--- src/rtl/core/rgbc_pkg.sv ---
// Package for the RGB pixel format converter: payload types, BT.601 coefficients,
// configuration register indexes and the per-stage conversion functions.
// Depends on nothing; every other file of the block imports it.
package rgbc_pkg;

  typedef logic [23:0] pixel_t;
  typedef logic [31:0] word_t;

  // Configuration port widths and register indexes.
  localparam int CFG_IDX_W  = 1;
  localparam int CFG_DATA_W = 1;

  typedef logic [CFG_IDX_W-1:0]  cfg_idx_t;
  typedef logic [CFG_DATA_W-1:0] cfg_data_t;

  localparam cfg_idx_t CFG_OUTPUT_FORMAT   = 1'd0;
  localparam cfg_idx_t CFG_WORD_BYTE_ORDER = 1'd1;

  // Output format codes.
  localparam logic FMT_UYVY   = 1'b0;
  localparam logic FMT_RGB565 = 1'b1;

  // Integer BT.601 coefficients and rounding biases.
  localparam logic [15:0] CY_R   = 16'd66;
  localparam logic [15:0] CY_G   = 16'd129;
  localparam logic [15:0] CY_B   = 16'd25;
  localparam logic [15:0] CU_R   = 16'd38;
  localparam logic [15:0] CU_G   = 16'd74;
  localparam logic [15:0] CU_B   = 16'd112;
  localparam logic [15:0] CV_R   = 16'd112;
  localparam logic [15:0] CV_G   = 16'd94;
  localparam logic [15:0] CV_B   = 16'd18;
  localparam logic [15:0] Y_BIAS = 16'(16 * 256 + 128);
  localparam logic [15:0] C_BIAS = 16'(128 * 256 + 128);

  // Products of one pixel, plus its RGB565 halfword carried alongside.
  typedef struct packed {
    logic [15:0] y_r;
    logic [15:0] y_g;
    logic [15:0] y_b;
    logic [15:0] u_r;
    logic [15:0] u_g;
    logic [15:0] u_b;
    logic [15:0] v_r;
    logic [15:0] v_g;
    logic [15:0] v_b;
    logic [15:0] rgb565;
  } prod_t;

  // Finished components of one pixel.
  typedef struct packed {
    logic [7:0]  y;
    logic [7:0]  u;
    logic [7:0]  v;
    logic [15:0] rgb565;
  } yuv_t;

  function automatic prod_t pixel_products(pixel_t px);
    prod_t       p;
    logic [15:0] r;
    logic [15:0] g;
    logic [15:0] b;
    r = {8'd0, px[23:16]};
    g = {8'd0, px[15:8]};
    b = {8'd0, px[7:0]};
    p.y_r    = r * CY_R;
    p.y_g    = g * CY_G;
    p.y_b    = b * CY_B;
    p.u_r    = r * CU_R;
    p.u_g    = g * CU_G;
    p.u_b    = b * CU_B;
    p.v_r    = r * CV_R;
    p.v_g    = g * CV_G;
    p.v_b    = b * CV_B;
    p.rgb565 = {px[23:19], px[15:10], px[7:3]};
    return p;
  endfunction

  // The true sums always lie in 0..65535, so modulo-2^16 arithmetic is exact.
  function automatic yuv_t pixel_sums(prod_t p);
    yuv_t        c;
    logic [15:0] ys;
    logic [15:0] us;
    logic [15:0] vs;
    ys = p.y_r + p.y_g + p.y_b + Y_BIAS;
    us = p.u_b + C_BIAS - p.u_r - p.u_g;
    vs = p.v_r + C_BIAS - p.v_g - p.v_b;
    c.y      = ys[15:8];
    c.u      = us[15:8];
    c.v      = vs[15:8];
    c.rgb565 = p.rgb565;
    return c;
  endfunction

  function automatic word_t pixel_pack(yuv_t c, logic fmt, logic big);
    word_t w;
    if (fmt == FMT_RGB565) begin
      w = {16'd0, c.rgb565};
    end else if (big) begin
      w = {c.u, c.y, c.v, c.y};
    end else begin
      w = {c.y, c.v, c.y, c.u};
    end
    return w;
  endfunction

endpackage

--- src/rtl/core/rgbc_ifs.sv ---
// Channel interfaces of the RGB pixel format converter: pixel pair input,
// converted word output and configuration write channel. Depends on rgbc_pkg.
interface rgbc_pix_if import rgbc_pkg::*; ();
  logic   valid;
  logic   ready;
  pixel_t pixel_first;
  pixel_t pixel_second;

  modport source (output valid, output pixel_first, output pixel_second, input ready);
  modport sink   (input valid, input pixel_first, input pixel_second, output ready);
endinterface

interface rgbc_word_if import rgbc_pkg::*; ();
  logic  valid;
  logic  ready;
  word_t word_first;
  word_t word_second;

  modport source (output valid, output word_first, output word_second, input ready);
  modport sink   (input valid, input word_first, input word_second, output ready);
endinterface

interface rgbc_cfg_if import rgbc_pkg::*; ();
  logic      valid;
  logic      ready;
  cfg_idx_t  index;
  cfg_data_t data;

  modport source (output valid, output index, output data, input ready);
  modport sink   (input valid, input index, input data, output ready);
endinterface

--- src/rtl/core/rgb32_pixel_format_converter.sv ---
// Top level of the RGB pixel format converter: a three-stage pipeline turning
// pairs of 24-bit RGB pixels into UYVY or RGB565 words. Depends on rgbc_pkg, rgbc_ifs.
//
//   Channel   Direction  Carries
//   cfg_ch    in         register index and write data (always ready)
//   in_ch     in         pixel_first, pixel_second (one pixel pair per item)
//   out_ch    out        word_first, word_second (one result item per input item)
//
// One item enters per clock while out_ch is not stalled; each item passes through three
// register stages in order: products, sums, packing.
// rst_n is synchronous and active low; it empties the pipeline and clears both registers.
// Each stage keeps its item while the next stage is full and stalled, so a held output
// still lets earlier bubbles fill; nothing is lost or repeated.
module rgb32_pixel_format_converter
  import rgbc_pkg::*;
(
  input  logic               clk,
  input  logic               rst_n,
  rgbc_cfg_if.sink           cfg_ch,
  rgbc_pix_if.sink           in_ch,
  rgbc_word_if.source        out_ch
);

  // Configuration registers. The user must see that they are written only while the block
  // is idle; the block does not enforce it, and so the packing stage can read them directly.
  logic fmt_r, fmt_nxt;
  logic big_r, big_nxt;

  assign cfg_ch.ready = 1'b1;

  always_comb begin
    fmt_nxt = fmt_r;
    big_nxt = big_r;
    if (cfg_ch.valid) begin
      case (cfg_ch.index)
        CFG_OUTPUT_FORMAT:   fmt_nxt = cfg_ch.data[0];
        CFG_WORD_BYTE_ORDER: big_nxt = cfg_ch.data[0];
        default: begin
          fmt_nxt = fmt_r;
          big_nxt = big_r;
        end
      endcase
    end
  end

  always_ff @(posedge clk) begin
    if (!rst_n) begin
      fmt_r <= FMT_UYVY;
      big_r <= 1'b0;
    end else begin
      fmt_r <= fmt_nxt;
      big_r <= big_nxt;
    end
  end

  // Stage valid bits and advance conditions. A stage takes a new item when it is
  // empty or when its current item moves on in the same cycle.
  logic v1_r, v1_nxt;
  logic v2_r, v2_nxt;
  logic v3_r, v3_nxt;
  logic adv1, adv2, adv3;

  assign adv3 = !v3_r || out_ch.ready;
  assign adv2 = !v2_r || adv3;
  assign adv1 = !v1_r || adv2;

  assign in_ch.ready = adv1;

  // Stage 1: the nine coefficient products of each pixel.
  prod_t p1a_r, p1a_nxt;
  prod_t p1b_r, p1b_nxt;
  // Stage 2: the biased sums reduced to 8-bit Y, U and V.
  yuv_t  c2a_r, c2a_nxt;
  yuv_t  c2b_r, c2b_nxt;
  // Stage 3: the output words, held until the sink takes them.
  word_t w3a_r, w3a_nxt;
  word_t w3b_r, w3b_nxt;

  always_comb begin
    v1_nxt  = adv1 ? in_ch.valid : v1_r;
    v2_nxt  = adv2 ? v1_r : v2_r;
    v3_nxt  = adv3 ? v2_r : v3_r;

    p1a_nxt = p1a_r;
    p1b_nxt = p1b_r;
    c2a_nxt = c2a_r;
    c2b_nxt = c2b_r;
    w3a_nxt = w3a_r;
    w3b_nxt = w3b_r;

    if (adv1 && in_ch.valid) begin
      p1a_nxt = pixel_products(in_ch.pixel_first);
      p1b_nxt = pixel_products(in_ch.pixel_second);
    end
    if (adv2 && v1_r) begin
      c2a_nxt = pixel_sums(p1a_r);
      c2b_nxt = pixel_sums(p1b_r);
    end
    if (adv3 && v2_r) begin
      w3a_nxt = pixel_pack(c2a_r, fmt_r, big_r);
      w3b_nxt = pixel_pack(c2b_r, fmt_r, big_r);
    end
  end

  always_ff @(posedge clk) begin
    if (!rst_n) begin
      v1_r <= 1'b0;
      v2_r <= 1'b0;
      v3_r <= 1'b0;
    end else begin
      v1_r <= v1_nxt;
      v2_r <= v2_nxt;
      v3_r <= v3_nxt;
    end
  end

  // Payload registers need no reset; the valid bits qualify them.
  always_ff @(posedge clk) begin
    p1a_r <= p1a_nxt;
    p1b_r <= p1b_nxt;
    c2a_r <= c2a_nxt;
    c2b_r <= c2b_nxt;
    w3a_r <= w3a_nxt;
    w3b_r <= w3b_nxt;
  end

  assign out_ch.valid       = v3_r;
  assign out_ch.word_first  = w3a_r;
  assign out_ch.word_second = w3b_r;

endmodule

--- src/flat_wrapper.sv ---
// flat-port wrapper written by rule: the top's interface ports become plain ports
module rgb32_pixel_format_converter_flat import rgbc_pkg::*;
  (clk, rst_n, cfg_ch_valid, cfg_ch_index, cfg_ch_data, cfg_ch_ready, in_ch_valid, in_ch_pixel_first, in_ch_pixel_second, in_ch_ready, out_ch_valid, out_ch_word_first, out_ch_word_second, out_ch_ready);
  rgbc_cfg_if cfg_ch_i ();
  rgbc_pix_if in_ch_i ();
  rgbc_word_if out_ch_i ();
  input  logic clk;
  input  logic rst_n;
  input wire logic [$bits(cfg_ch_i.valid)-1:0] cfg_ch_valid;
  input wire logic [$bits(cfg_ch_i.index)-1:0] cfg_ch_index;
  input wire logic [$bits(cfg_ch_i.data)-1:0] cfg_ch_data;
  output wire logic [$bits(cfg_ch_i.ready)-1:0] cfg_ch_ready;
  input wire logic [$bits(in_ch_i.valid)-1:0] in_ch_valid;
  input wire logic [$bits(in_ch_i.pixel_first)-1:0] in_ch_pixel_first;
  input wire logic [$bits(in_ch_i.pixel_second)-1:0] in_ch_pixel_second;
  output wire logic [$bits(in_ch_i.ready)-1:0] in_ch_ready;
  output wire logic [$bits(out_ch_i.valid)-1:0] out_ch_valid;
  output wire logic [$bits(out_ch_i.word_first)-1:0] out_ch_word_first;
  output wire logic [$bits(out_ch_i.word_second)-1:0] out_ch_word_second;
  input wire logic [$bits(out_ch_i.ready)-1:0] out_ch_ready;
  assign cfg_ch_i.valid = cfg_ch_valid;
  assign cfg_ch_i.index = cfg_ch_index;
  assign cfg_ch_i.data = cfg_ch_data;
  assign cfg_ch_ready = cfg_ch_i.ready;
  assign in_ch_i.valid = in_ch_valid;
  assign in_ch_i.pixel_first = in_ch_pixel_first;
  assign in_ch_i.pixel_second = in_ch_pixel_second;
  assign in_ch_ready = in_ch_i.ready;
  assign out_ch_valid = out_ch_i.valid;
  assign out_ch_word_first = out_ch_i.word_first;
  assign out_ch_word_second = out_ch_i.word_second;
  assign out_ch_i.ready = out_ch_ready;
  rgb32_pixel_format_converter u_core (.clk(clk), .rst_n(rst_n), .cfg_ch(cfg_ch_i), .in_ch(in_ch_i), .out_ch(out_ch_i));
endmodule
--- config.mk ---
export PLATFORM = sky130hd
export DESIGN_NAME = rgb32_pixel_format_converter_flat
export DESIGN_NICKNAME = d
export VERILOG_FILES = /design/src/rtl/core/rgbc_pkg.sv /design/src/rtl/core/rgbc_ifs.sv /design/src/rtl/core/rgb32_pixel_format_converter.sv /design/src/flat_wrapper.sv
export SDC_FILE = /design/constraint.sdc
export NUM_CORES = 1
export LEC_CHECK = 0
export BUFFER_PORTS_ARGS = -buffer_cell sky130_fd_sc_hd__buf_4
export CORE_UTILIZATION = 39
export DETAILED_ROUTE_END_ITERATION = 8
export GPL_TIMING_DRIVEN = 0
export SYNTH_ARGS = -nofsm -noshare
export SYNTH_HDL_FRONTEND = slang
export SYNTH_SLANG_ARGS = --single-unit
--- constraint.sdc ---
create_clock -name clk -period 14.9 [get_ports clk]
set_input_delay 0 -clock clk [delete_from_list [all_inputs] [get_ports clk]]
set_output_delay 0 -clock clk [all_outputs]
set_load 0.02 [all_outputs]
# Yosys cells after proc, flatten, opt, wreduce, memory -nomap -nowiden
# Cells that the tools add are included.
[word_totals] word_cells=89 inputBits=55 regBits=417 output_inout_bits=67
[classes] mul=18 add_sub_neg=18 n_mux=4 bitwise=1 reduce_logical=11
[ops] operator="8-bit by 6-bit multiplier with 14-bit output (second input constant)" count=6
[ops] operator="15-bit by 16-bit adder with 16-bit output (second input constant)" count=4
[ops] operator="32-bit two-way mux" count=2
[ops] operator="16-bit by 15-bit subtractor with 16-bit output" count=4
[ops] operator="8-bit by 5-bit multiplier with 13-bit output (second input constant)" count=4
[ops] operator="8-bit by 3-bit multiplier with 11-bit output (second input constant)" count=4
[ops] operator="15-bit by 16-bit adder with 16-bit output" count=2
[ops] operator="16-bit by 13-bit adder with 16-bit output" count=2
[ops] operator="16-bit by 13-bit adder with 16-bit output (second input constant)" count=2
[ops] operator="8-bit by 8-bit multiplier with 16-bit output (second input constant)" count=2
[ops] operator="16-bit two-way mux" count=2
[ops] operator="16-bit by 13-bit subtractor with 16-bit output" count=2
[ops] operator="16-bit by 14-bit subtractor with 16-bit output" count=2
[ops] operator="8-bit by 4-bit multiplier with 12-bit output (second input constant)" count=2
[ops] operator="2-bit AND reduction" count=2
[ops] operator="1-bit logical AND" count=3
[ops] operator="1-bit zero test" count=3
[ops] operator="1-bit logical OR" count=3
[ops] operator="1-bit NOT" count=1

# Depth between registers and ports, before layout
# Gate-level depths: netlist of the first run.
[depth] ltp_word=5 ltp_mapped=15 ltp_nobuf=15

# Worst setup path before layout of the first run
# Ideal clock, no wire load.
[synth_timing] path_kind="register -> register" startpoint="register u_core.v2_r" endpoint="register u_core.p1a_r[0] in the netlist's numbering, enable pin" t_required_ns=13.936 n_path_buf=0 path_stages_with_launch=2 slack_ns=1.112 arrival_time_ns=12.825 setup_ns=0.964 synth_period_minus_slack_ns=13.788 cell_sequence="dfxtp_1 a31oi_1"
[synth_via] elab_chain_cells=4
[synth_rtl] item="start, declared" line_no="rgb32_pixel_format_converter.sv:59" rtl="logic v2_r, v2_nxt;"
[synth_rtl] item="start signal, assigned" line_no="rgb32_pixel_format_converter.sv:112" rtl="v2_r <= v2_nxt;"
[synth_rtl] item="1-bit zero test" line_no="rgb32_pixel_format_converter.sv:64" rtl="assign adv2 = !v2_r || adv3;"
[synth_rtl] item="1-bit logical OR" line_no="rgb32_pixel_format_converter.sv:64"
[synth_rtl] item="1-bit logical OR" line_no="rgb32_pixel_format_converter.sv:65" rtl="assign adv1 = !v1_r || adv2;"
[synth_rtl] item="1-bit logical AND" line_no="rgb32_pixel_format_converter.sv:91" rtl="if (adv1 && in_ch.valid) begin"
[synth_rtl] item="end signal, assigned" line_no="rgb32_pixel_format_converter.sv:119" rtl="p1a_r <= p1a_nxt;"
[synth_rtl] item="end, declared" line_no="rgb32_pixel_format_converter.sv:70" rtl="prod_t p1a_r, p1a_nxt;"
# No other way between the ends.
# A chain may end at the register's enable or synchronous reset.

# Final worst setup path of the first run
[layout_timing] startpoint="input in_ch_pixel_first[10]" endpoint="register u_core.p1a_r[46] in the netlist's numbering, data pin"
[layout_via] elab_chain_cells=1
[layout_rtl] item="start, declared" line_no="flat_wrapper.sv:14" rtl="input wire logic [$bits(in_ch_i.pixel_first)-1:0] in_ch_pixel_first;"
[layout_rtl] item="8-bit by 6-bit multiplier with 14-bit output" line_no="rgbc_pkg.sv:73" rtl="p.v_g = g * CV_G;"
# No other way between the ends.

==> metrics.log, run 1 <==
INFO  metric die-area = 0.0697 mm²
INFO  metric ys_seq_elements = 381
INFO  metric route.detailed.vias_per_inst = 4.93
INFO  metric critical_path.slowest_cell = fa_1
INFO  metric finalNonFillerCells = 3,365
INFO  metric cpLargestDelayFamily = adder cells
INFO  metric cts_buffers = 44
INFO  metric fin_hold_ws = 216 ps
INFO  metric timing.max_slew.rel_slack = 49.1%
INFO  metric timing.critical_path.from_type = input port
INFO  metric drcViolationCount = 0
INFO  metric globalRouteOverflowTotal = 0
INFO  metric post-route-period-util = 25.9%
INFO  metric grt_antenna_before_repair = 0
INFO  metric most_numerous_cell_on_the_critical_path = fa_1
INFO  metric crit_buf_inv = 4
INFO  metric num_rows = 95
INFO  metric slowest_cell_delay_on_critical_path = 550 ps
INFO  metric period_minus_slack = 3860 ps
INFO  metric cp.required = 15,300 ps
INFO  metric number_of_flops_mapped_to_enable_cells_by_yosys = 376
INFO  metric power.ir.vdd_worst = 0.110 mV
INFO  metric timing.critical_path.depth = 15
INFO  metric vias_in_the_first_global_route = 17,600
INFO  metric synth.net_count = 2,878
INFO  metric worstRegToRegCells = 12
INFO  metric yosys_warning_count = 0
INFO  metric syn_to_final_growth = 16.6%
INFO  metric cts-resized-gates = 0
INFO  metric die_width = 264 µm
INFO  metric multiInputGateArea = 0.0137 mm²
INFO  metric timing.clock.skew = 21.8 ps
INFO  metric core_region_area = 0.0675 mm²
INFO  metric postLayoutCoreUtil = 46.3%
INFO  metric ys.flop_type = edfxtp_1
INFO  metric timing.reg2reg.setup_slack = 11,360 ps
INFO  metric final_antenna_diode_count = 0
INFO  metric htree_levels = 2
INFO  metric inst_count_dp = 3,229
INFO  metric yosys.area.top_type_share = 42.2%
INFO  metric run_status = completed
INFO  metric max_cap_violations = 0
INFO  metric gr-usage-all-layers = 17.8%
INFO  metric grt_first_pass_wirelength = 96.1 mm
INFO  metric buffer_ports.inserted = 120
INFO  metric power.density_cell_area = 171 mW/mm²
INFO  metric synth_async_sr_flop_share = 0%
INFO  metric clkLatencyLatePin = 580 ps
INFO  metric worstMarginPinSlew = 762 ps
INFO  metric final-setup-viol-count = 0
INFO  metric cp_max_fo = 6
INFO  metric floorplan.initialDensity = 39.7%
INFO  metric clock_path_buffers = 3
INFO  metric worst_r2r_startpoint = u_core.p1a_r[6]
INFO  metric max_freq = 0.259 GHz
INFO  metric leakage = 0.0143 µW
INFO  metric critical_path.endpoint = u_core.p1a_r[46]
INFO  metric timing.critical_path.to_type = register
INFO  metric finalMaxSlewViolations = 0
INFO  metric syn_area_per_cell = 12.1 µm²
INFO  metric netlist_top_cells_area = edfxtp_1 42%, ha_1 21%, fa_1 12%
INFO  metric timing.setup.critical_path_class = input port to register
INFO  metric detail_route.iter0.violations = 890
INFO  metric tritoncts = done
INFO  metric fin_nets = 3,116
INFO  metric synth_seq_area_share = 42.5%
INFO  metric clock_tree.root_cell = clkbuf_16
INFO  metric cp-startpoint = in_ch_pixel_first[10]
INFO  metric routability_congestion = 0.856
INFO  metric grt_max_degree = 32
INFO  metric dp_hpwl = 48.0 mm
INFO  metric mean_routed_wirelength_per_cell = 17.9 µm
INFO  metric crit_path_cell_trace = dlygate4sd3_1 > buf_4 > inv_1 > fa_1 > inv_1 > ha_1 > fa_1 > fa_1 > a21o_1 > a21oi_1 > o21bai_1 > a21oi_1 > o21ai_1 > or4_1 > nand4_1
INFO  metric fillCellCount = 5,985
INFO  metric overall_routed_net_length = 60.2 mm
INFO  metric share_of_layout_cells_above_drive_strength_1 = 8.79%
INFO  metric ios = 122
INFO  metric arrival_time_of_the_worst_setup_path = 4270 ps
INFO  metric overall_via_count_from_detail_route = 16,600
INFO  metric ys_types = 60
INFO  metric finalHoldViolCount = 0
INFO  metric register_area = 0.0114 mm²
INFO  metric hold_buffers = 57
INFO  metric postSynthCellCount = 2,221
INFO  metric grt_setup_unrepaired = no
INFO  metric path_clk_slew = 60 ps
INFO  metric ant_nets = 0
INFO  metric netlist.top_cell.by_area = edfxtp_1
INFO  metric hold_path_class = input port to register
INFO  metric mappedNetlistArea = 0.0268 mm²
INFO  metric dieHeight = 264 µm
INFO  metric dr.pass1.iters = 5
INFO  metric r2r-end = u_core.c2a_r[39]
INFO  metric cts_post_setup_buffers_inserted = 0
INFO  metric clock_sink_count = 381
## layout by cell type (no fill, tap or decap), types with 4 or more instances in the layout
cell             n
clkbuf_1        24
xnor2_1         99
or4_1            6
nor3_1          13
and2_1           4
nand2b_1        10
o21bai_1        19
nand4_1         12
clkbuf_16       46
nand2_1         82
nand3_1         11
mux2i_1         33
bufinv_16        8
ha_1           448
edfxtp_1       376
nor2_1          76
nor2b_1         35
o21a_1           9
a31oi_1          6
buf_12          10
a21o_1          40
dfxtp_1          5
o21ai_1         14
buf_16           5
fa_1           154
inv_1          428
clkinv_1         7
buf_4          121
dlygate4sd3_1   57
clkinv_2         6
o21ai_0         72
xor2_1          55
a211o_1          4
nor4_1           4
a21oi_1        134
a21boi_1         5
## per-layer routing
layer  vias up  track usage (%)  routed length [µm]
met3        79             2.11                2030
met4         0             4.05                1050
li1       8088                -                   -
met2       279             30.6               29100
met1      8143             23.9               28100
met5         -                0                   0
## report_power, final
part           total (µW)  internal [µW]  leakage, µW  switching (µW)
Combinational        2510           1040      0.00990            1480
Sequential           1700           1580      0.00365             118
Clock                1140            701     0.000731             440
## layout make-up
cell class | instances | share of cell area [%]
plain buffers | 21 | 0.276
clock buffers | 55 | 3.79
clock inverters | 24 | 1.06
inverters | 429 | 5.16
multi-input cells | 1390 | 43.9
flip-flops and latches | 381 | 36.5
well taps | 873 | 3.50
repair buffers | 192 | 5.79
## worst min-delay path by stage
stage                     startpoint             endpoint  slack (ps)  depth (start not counted)
2_1_floorplan   in_ch_pixel_first[3]      u_core.p1a_r[0]         100                          0
3_3_place_gp                   rst_n  u_core.out_ch.valid         240                          2
3_5_place_dp                   rst_n  u_core.out_ch.valid         240                          2
4_1_cts         in_ch_pixel_first[0]    u_core.p1a_r[112]         170                          2
5_1_grt         in_ch_pixel_first[0]    u_core.p1a_r[112]         200                          2
6_report       in_ch_pixel_second[0]    u_core.p1b_r[112]         220                          2
## cell usage after synthesis, types with 11 or more instances
library cell and count:
a21oi_1 134, mux2i_1 33, fa_1 154, a21o_1 40
nor3_1 13, o21ai_1 14, nor2_1 76, ha_1 448
edfxtp_1 376, clkbuf_1 15, xor2_1 55, nand4_1 12
o21bai_1 19, inv_1 428, nor2b_1 36, nand3_1 11
o21ai_0 72, nand2_1 82, xnor2_1 99
## through the flow
stage	power (µW)	TNS [ps]	worst slack, ps	area (µm²)
6_report	5350	0	11040	31200
5_1_grt	5760	0	10840	31200
4_1_cts	5400	0	11080	31200
3_5_place_dp	4220	0	11050	29100
3_3_place_gp	4150	-1216010	-5260	28800
2_1_floorplan	3440	0	1110	26800
## registers in the layout, indices dropped and copies added, names as in the netlist, 32 cells and up
name and flops:
u_core.c2b_r 40, u_core.out_ch.word_second 32, u_core.out_ch.word_first 32, u_core.p1a_r 116, u_core.p1b_r 116, u_core.c2a_r 40
## kinds of logic (layout without fill, tap and decap cells)
logic type	after synthesis	in the layout	share of synthesized area [%]
AO/OA/AOI/OAI	335	335	7.70
XOR/XNOR	154	154	5.04
flip-flops	381	381	42.5
multiplexers	33	33	1.23
adder cells (fa/ha/maj)	602	602	32.4
other	1	1	0.0140
buffers and inverters	450	721	6.34
AND/OR/NAND/NOR	265	265	4.70
(Power assumes the default switching activity.)
==> run 2, diff against run 1 <==
==> constraint.sdc (replaced) <==
create_clock -name clk -period 4 [get_ports clk]
set_input_delay 0 -clock clk [delete_from_list [all_inputs] [get_ports clk]]
set_output_delay 0 -clock clk [all_outputs]
set_load 0.02 [all_outputs]
==> run 2 against run 1 <==
- power increased to 3.8 times the previous value
- hold slack worse by 14 ps
- critical path depth stayed put
- highest routed layer unchanged
- flip-flop and latch count unchanged
- register-to-register slack lost 11000 ps
- routed wire length down 0.11%
- critical endpoint unchanged
- cell area up 0.21%
- clock-buffer cell count increased by 1
==> metrics.log, run 2 (synthesis results as in run 1) <==
INFO  metric final-setup-viol-count = 0
INFO  metric timing.setup.critical_path_class = input port to register
INFO  metric routability_congestion = 0.854
INFO  metric totalNegativeSetupSlack = 0 ps
INFO  metric timing.critical_path.depth = 15
INFO  metric run_status = completed
INFO  metric grt_antenna_before_repair = 1
INFO  metric die-area = 0.0697 mm²
INFO  metric tritoncts = done
INFO  metric clkLatencyLatePin = 580 ps
INFO  metric period_minus_slack = 3850 ps
INFO  metric max_freq = 0.260 GHz
INFO  metric timing.critical_path.to_type = register
INFO  metric overall_via_count_from_detail_route = 16,500
INFO  metric mean_routed_wirelength_per_cell = 17.9 µm
INFO  metric fin_area = 0.0313 mm²
INFO  metric leakage = 0.0143 µW
INFO  metric dp_slack = 107 ps
INFO  metric clock_sink_count = 381
INFO  metric hold_path_class = input port to register
INFO  metric cpLargestDelayFamily = adder cells
INFO  metric syn_to_final_growth = 16.9%
INFO  metric clock_path_buffers = 3
INFO  metric worstMarginPinSlew = 876 ps
INFO  metric crit_path_cell_trace = dlygate4sd3_1 > buf_4 > inv_1 > fa_1 > inv_1 > ha_1 > fa_1 > fa_1 > a21o_1 > a21oi_2 > o21bai_1 > a21oi_1 > o21ai_1 > or4_1 > nand4_1
INFO  metric max_cap_violations = 0
INFO  metric worst_slack = 155 ps
INFO  metric power.density_cell_area = 642 mW/mm²
INFO  metric fillCellCount = 6,003
INFO  metric route.detailed.vias_per_inst = 4.89
INFO  metric globalRouteOverflowTotal = 0
INFO  metric critical_path.slowest_cell = fa_1
INFO  metric vias_in_the_first_global_route = 17,400
INFO  metric fin_hold_ws = 202 ps
INFO  metric timing.max_slew.rel_slack = 41.6%
INFO  metric min_delay_path_depth = 2
INFO  metric dr.pass1.iters = 5
INFO  metric die_width = 264 µm
INFO  metric htree_levels = 2
INFO  metric clock_tree.root_cell = clkbuf_16
INFO  metric top_regs = u_core.p1a_r (116), u_core.p1b_r (116)
INFO  metric slowest_cell_delay_on_critical_path = 550 ps
INFO  metric most-common-layout-cells = 448 x ha_1, 428 x inv_1, 376 x edfxtp_1, 154 x fa_1, 133 x a21oi_1
INFO  metric grt_first_pass_wirelength = 95.1 mm
INFO  metric postLayoutCoreUtil = 46.4%
INFO  metric timing.clock.skew = 15.3 ps
INFO  metric dp_hpwl = 47.5 mm
INFO  metric grt_max_degree = 38
INFO  metric mostFrequentLayoutCell = ha_1
INFO  metric most_numerous_cell_on_the_critical_path = fa_1
INFO  metric finalMaxSlewViolations = 0
INFO  metric dieHeight = 264 µm
INFO  metric crit_buf_inv = 4
INFO  metric final_antenna_diode_count = 0
INFO  metric worstRegToRegCells = 12
INFO  metric share_of_layout_cells_above_drive_strength_1 = 9.14%
INFO  metric path_clk_slew = 60 ps
INFO  metric overall_routed_net_length = 60.2 mm
INFO  metric cts_buffers = 46
INFO  metric drcViolationCount = 0
INFO  metric timing.critical_path.from_type = input port
INFO  metric gr-usage-all-layers = 17.7%
INFO  metric core_region_area = 0.0675 mm²
INFO  metric num_rows = 95
INFO  metric postPlaceCellArea = 0.0291 mm²
INFO  metric ios = 122
INFO  metric post-route-period-util = 96.1%
INFO  metric cts_post_setup_buffers_inserted = 0
INFO  metric detail_route.iter0.violations = 888
INFO  metric cp.required = 4420 ps
INFO  metric grt_setup_unrepaired = no
INFO  metric buffer_ports.inserted = 120
INFO  metric power.ir.vdd_worst = 0.361 mV
INFO  metric ant_nets = 0
INFO  metric fin_nets = 3,116
INFO  metric arrival_time_of_the_worst_setup_path = 4270 ps
INFO  metric floorplan.initialDensity = 39.7%
INFO  metric finalHoldViolCount = 0
INFO  metric cp_max_fo = 7
run 2: stage by stage:
step / std cells / total power, µW
final: 3367 / 20100
after CTS: 3367 / 20300
after detailed placement: 3227 / 15700
after global routing: 3367 / 21600
after global placement: 3214 / 15400
after floorplan: 2221 / 12800
run 2: final timing paths:
check | endpoint | slack [ps] | start
hold / removal | u_core.p1b_r[112] | 200 | in_ch_pixel_second[0]
setup / recovery | u_core.p1a_r[46] | 150 | in_ch_pixel_first[11]
hold reg to reg | u_core.c2a_r[2] | 410 | u_core.p1a_r[2]
setup reg to reg | u_core.c2a_r[36] | 470 | u_core.p1a_r[6]
run 2: what timing repair did:
| action | 4_1_cts | 5_1_grt |
|---|---|---|
| resized for setup | 0 | 1 |
| hold buffers | 57 | 0 |
| endpoints found under the hold margin | 115 | 0 |
| setup endpoints to repair | 0 | 1 |
run 2: report_power, final:
group	switching (µW)	internal, µW
clock	1730	2690
sequential	448	5880
combinational	5480	3860
total	7650	12400
run 2: layout make-up:
type	instances	area (µm²)	area share (%)
Multi-Input combinational cell	1390	13700	43.9
Sequential cell	381	11400	36.4
Timing Repair Buffer	190	1770	5.65
Inverter	429	1610	5.15
Clock buffer	56	1290	4.13
Tap cell	873	1090	3.49
Clock inverter	27	317	1.01
Buffer	21	86.3	0.276
run 2: routing by layer:
metal  vias up  GRT usage [%]  share of wire (%)
met2       285           29.4                 47
li1       8086              -                  -
met3        82           2.82                4.1
met4         0           5.14                2.5
met5         -              0                  0
met1      8020           23.9                 47
==> run 3, diff against run 2 <==
--- a/config.mk
+++ b/config.mk
@@ -5,9 +5,9 @@
 export SDC_FILE = /design/constraint.sdc
 export NUM_CORES = 1
 export LEC_CHECK = 0
-export BUFFER_PORTS_ARGS = -buffer_cell sky130_fd_sc_hd__buf_4
 export CORE_UTILIZATION = 39
 export DETAILED_ROUTE_END_ITERATION = 8
+export DONT_BUFFER_PORTS = 1
 export GPL_TIMING_DRIVEN = 0
 export SYNTH_ARGS = -nofsm -noshare
 export SYNTH_HDL_FRONTEND = slang
==> run 3 against run 2 <==
- final cell count fell by 3.6%
- clock skew rose by 2.1 ps
- flip-flop and latch count did not move
- setup slack improved by 48 ps
- sequential power rose by 1%
- largest power group unchanged
- highest routed layer unchanged
==> metrics.log, run 3 (synthesis results as in run 1) <==
INFO  metric finalNonFillerCells = 3,245
INFO  metric mostFrequentLayoutCell = ha_1
INFO  metric run_status = completed
INFO  metric timing.reg2reg.setup_slack = 500 ps
INFO  metric ios = 122
INFO  metric grt_first_pass_wirelength = 98.2 mm
INFO  metric route.detailed.vias_per_inst = 5.02
INFO  metric fin_nets = 2,995
INFO  metric tritoncts = done
INFO  metric finalHoldViolCount = 0
INFO  metric num_rows = 95
INFO  metric cts_post_setup_buffers_inserted = 0
INFO  metric htree_levels = 2
INFO  metric clock_tree.root_cell = clkbuf_16
INFO  metric die_width = 264 µm
INFO  metric clkLatencyLatePin = 590 ps
INFO  metric cp_max_fo = 5
INFO  metric grt_max_degree = 35
INFO  metric top_regs = u_core.p1a_r (116), u_core.p1b_r (116)
INFO  metric power.density_cell_area = 651 mW/mm²
INFO  metric cts_buffers = 44
INFO  metric leakage = 0.0137 µW
INFO  metric vias_in_the_first_global_route = 17,200
INFO  metric detail_route.iter0.violations = 929
INFO  metric grt_antenna_before_repair = 0
INFO  metric worstHoldStart = in_ch_pixel_second[6]
INFO  metric dp_hpwl = 47.4 mm
INFO  metric core_region_area = 0.0675 mm²
INFO  metric hold_path_class = input port to register
INFO  metric hold_buffers = 58
INFO  metric globalRouteOverflowTotal = 0
INFO  metric fin_hold_ws = 36.9 ps
INFO  metric postPlaceCellArea = 0.0282 mm²
INFO  metric final-setup-viol-count = 0
INFO  metric timing.setup.critical_path_class = input port to register
INFO  metric die-area = 0.0697 mm²
INFO  metric post-route-period-util = 94.9%
INFO  metric clock_sink_count = 381
INFO  metric worst_r2r_startpoint = u_core.p1a_r[6]
INFO  metric timing.max_slew.rel_slack = 42.3%
INFO  metric whs_endpoint = u_core.p1b_r[74]
INFO  metric period_minus_slack = 3800 ps
INFO  metric dr.pass1.iters = 5
INFO  metric gr-usage-all-layers = 18.6%
INFO  metric floorplan.initialDensity = 39.7%
INFO  metric cp.required = 4410 ps
INFO  metric routability_congestion = 0.856
INFO  metric most-common-layout-cells = 448 x ha_1, 428 x inv_1, 376 x edfxtp_1, 154 x fa_1, 134 x a21oi_1
INFO  metric overall_via_count_from_detail_route = 16,300
INFO  metric clock_path_buffers = 3
INFO  metric cts-resized-gates = 0
INFO  metric timing.critical_path.from_type = input port
INFO  metric timing.critical_path.to_type = register
INFO  metric syn_to_final_growth = 13.0%
INFO  metric worstRegToRegCells = 12
INFO  metric buffer_ports.inserted = 0
INFO  metric power.ir.vdd_worst = 0.429 mV
INFO  metric overall_routed_net_length = 63.5 mm
INFO  metric cp-startpoint = in_ch_pixel_first[15]
INFO  metric mean_routed_wirelength_per_cell = 19.6 µm
INFO  metric r2r-end = u_core.c2a_r[39]
INFO  metric finalMaxSlewViolations = 0
INFO  metric inst_count_dp = 3,107
INFO  metric arrival_time_of_the_worst_setup_path = 4210 ps
INFO  metric path_clk_slew = 60 ps
INFO  metric drcViolationCount = 0
INFO  metric max_cap_violations = 0
INFO  metric timing.clock.skew = 17.4 ps
INFO  metric share_of_layout_cells_above_drive_strength_1 = 4.30%
INFO  metric dieHeight = 264 µm
INFO  metric fillCellCount = 6,123
INFO  metric grt_setup_unrepaired = no
INFO  metric max_freq = 0.263 GHz
INFO  metric worstMarginPinSlew = 864 ps
INFO  metric fin_area = 0.0303 mm²
INFO  metric min_delay_path_depth = 4
INFO  metric ant_nets = 0
==> run 3: per-layer routing <==
metal | part of all wire (%) | wire length, µm | track usage [%] | vias to the layer above
met4 | 2.5 | 1590 | 5.47 | 0
li1 | - | - | - | 7851
met1 | 46 | 29300 | 24.7 | 8012
met2 | 47 | 29900 | 31.2 | 329
met5 | 0 | 0 | 0 | -
met3 | 4.1 | 2630 | 2.79 | 92
==> run 3: worst max path at each step <==
stage               slack, ps          endpoint
floorplan                -890   u_core.p1a_r[0]
global placement        -2900  u_core.p1b_r[36]
detailed placement        310  u_core.p1a_r[46]
CTS                       290  u_core.p1a_r[46]
global route               50  u_core.p1a_r[46]
finish                    200  u_core.p1a_r[46]
==> run 3: through the flow <==
stage	TNS, ps	utilization [%]	setup slack, ps	power (µW)
6_report	0	44.8	203	19700
5_1_grt	0	44.8	48.5	21100
4_1_cts	0	44.8	290	19800
3_5_place_dp	0	41.8	313	15500
3_3_place_gp	-915980	41.3	-2900	15200
2_1_floorplan	-272580	-	-886	12800
==> run 3: cell type report <==
class / instances / area, µm² / share of cell area [%]
multi-input cells: 1390 / 13700 / 45.4
flip-flops and latches: 381 / 11400 / 37.6
inverters: 429 / 1610 / 5.32
clock buffers: 47 / 1110 / 3.68
well taps: 873 / 1090 / 3.61
repair buffers: 71 / 878 / 2.90
clock inverters: 32 / 353 / 1.17
plain buffers: 21 / 86.3 / 0.285
diodes: 1 / 2.50 / 0.00827
==> run 3: critical path, stage by stage <==
cell	delay [ps]
dlygate4sd3_1	780
inv_1	220
fa_1	530
inv_1	50
fa_1	480
inv_1	60
fa_1	530
inv_1	40
ha_1	320
inv_1	60
o21bai_1	80
a21oi_1	250
o21ai_1	170
or4_1	430
nand4_1	180
==> run 3: report_power, final <==
| group | switching [µW] | internal (µW) |
|---|---|---|
| clock network | 1700 | 2420 |
| registers | 512 | 5890 |
| logic | 5420 | 3760 |
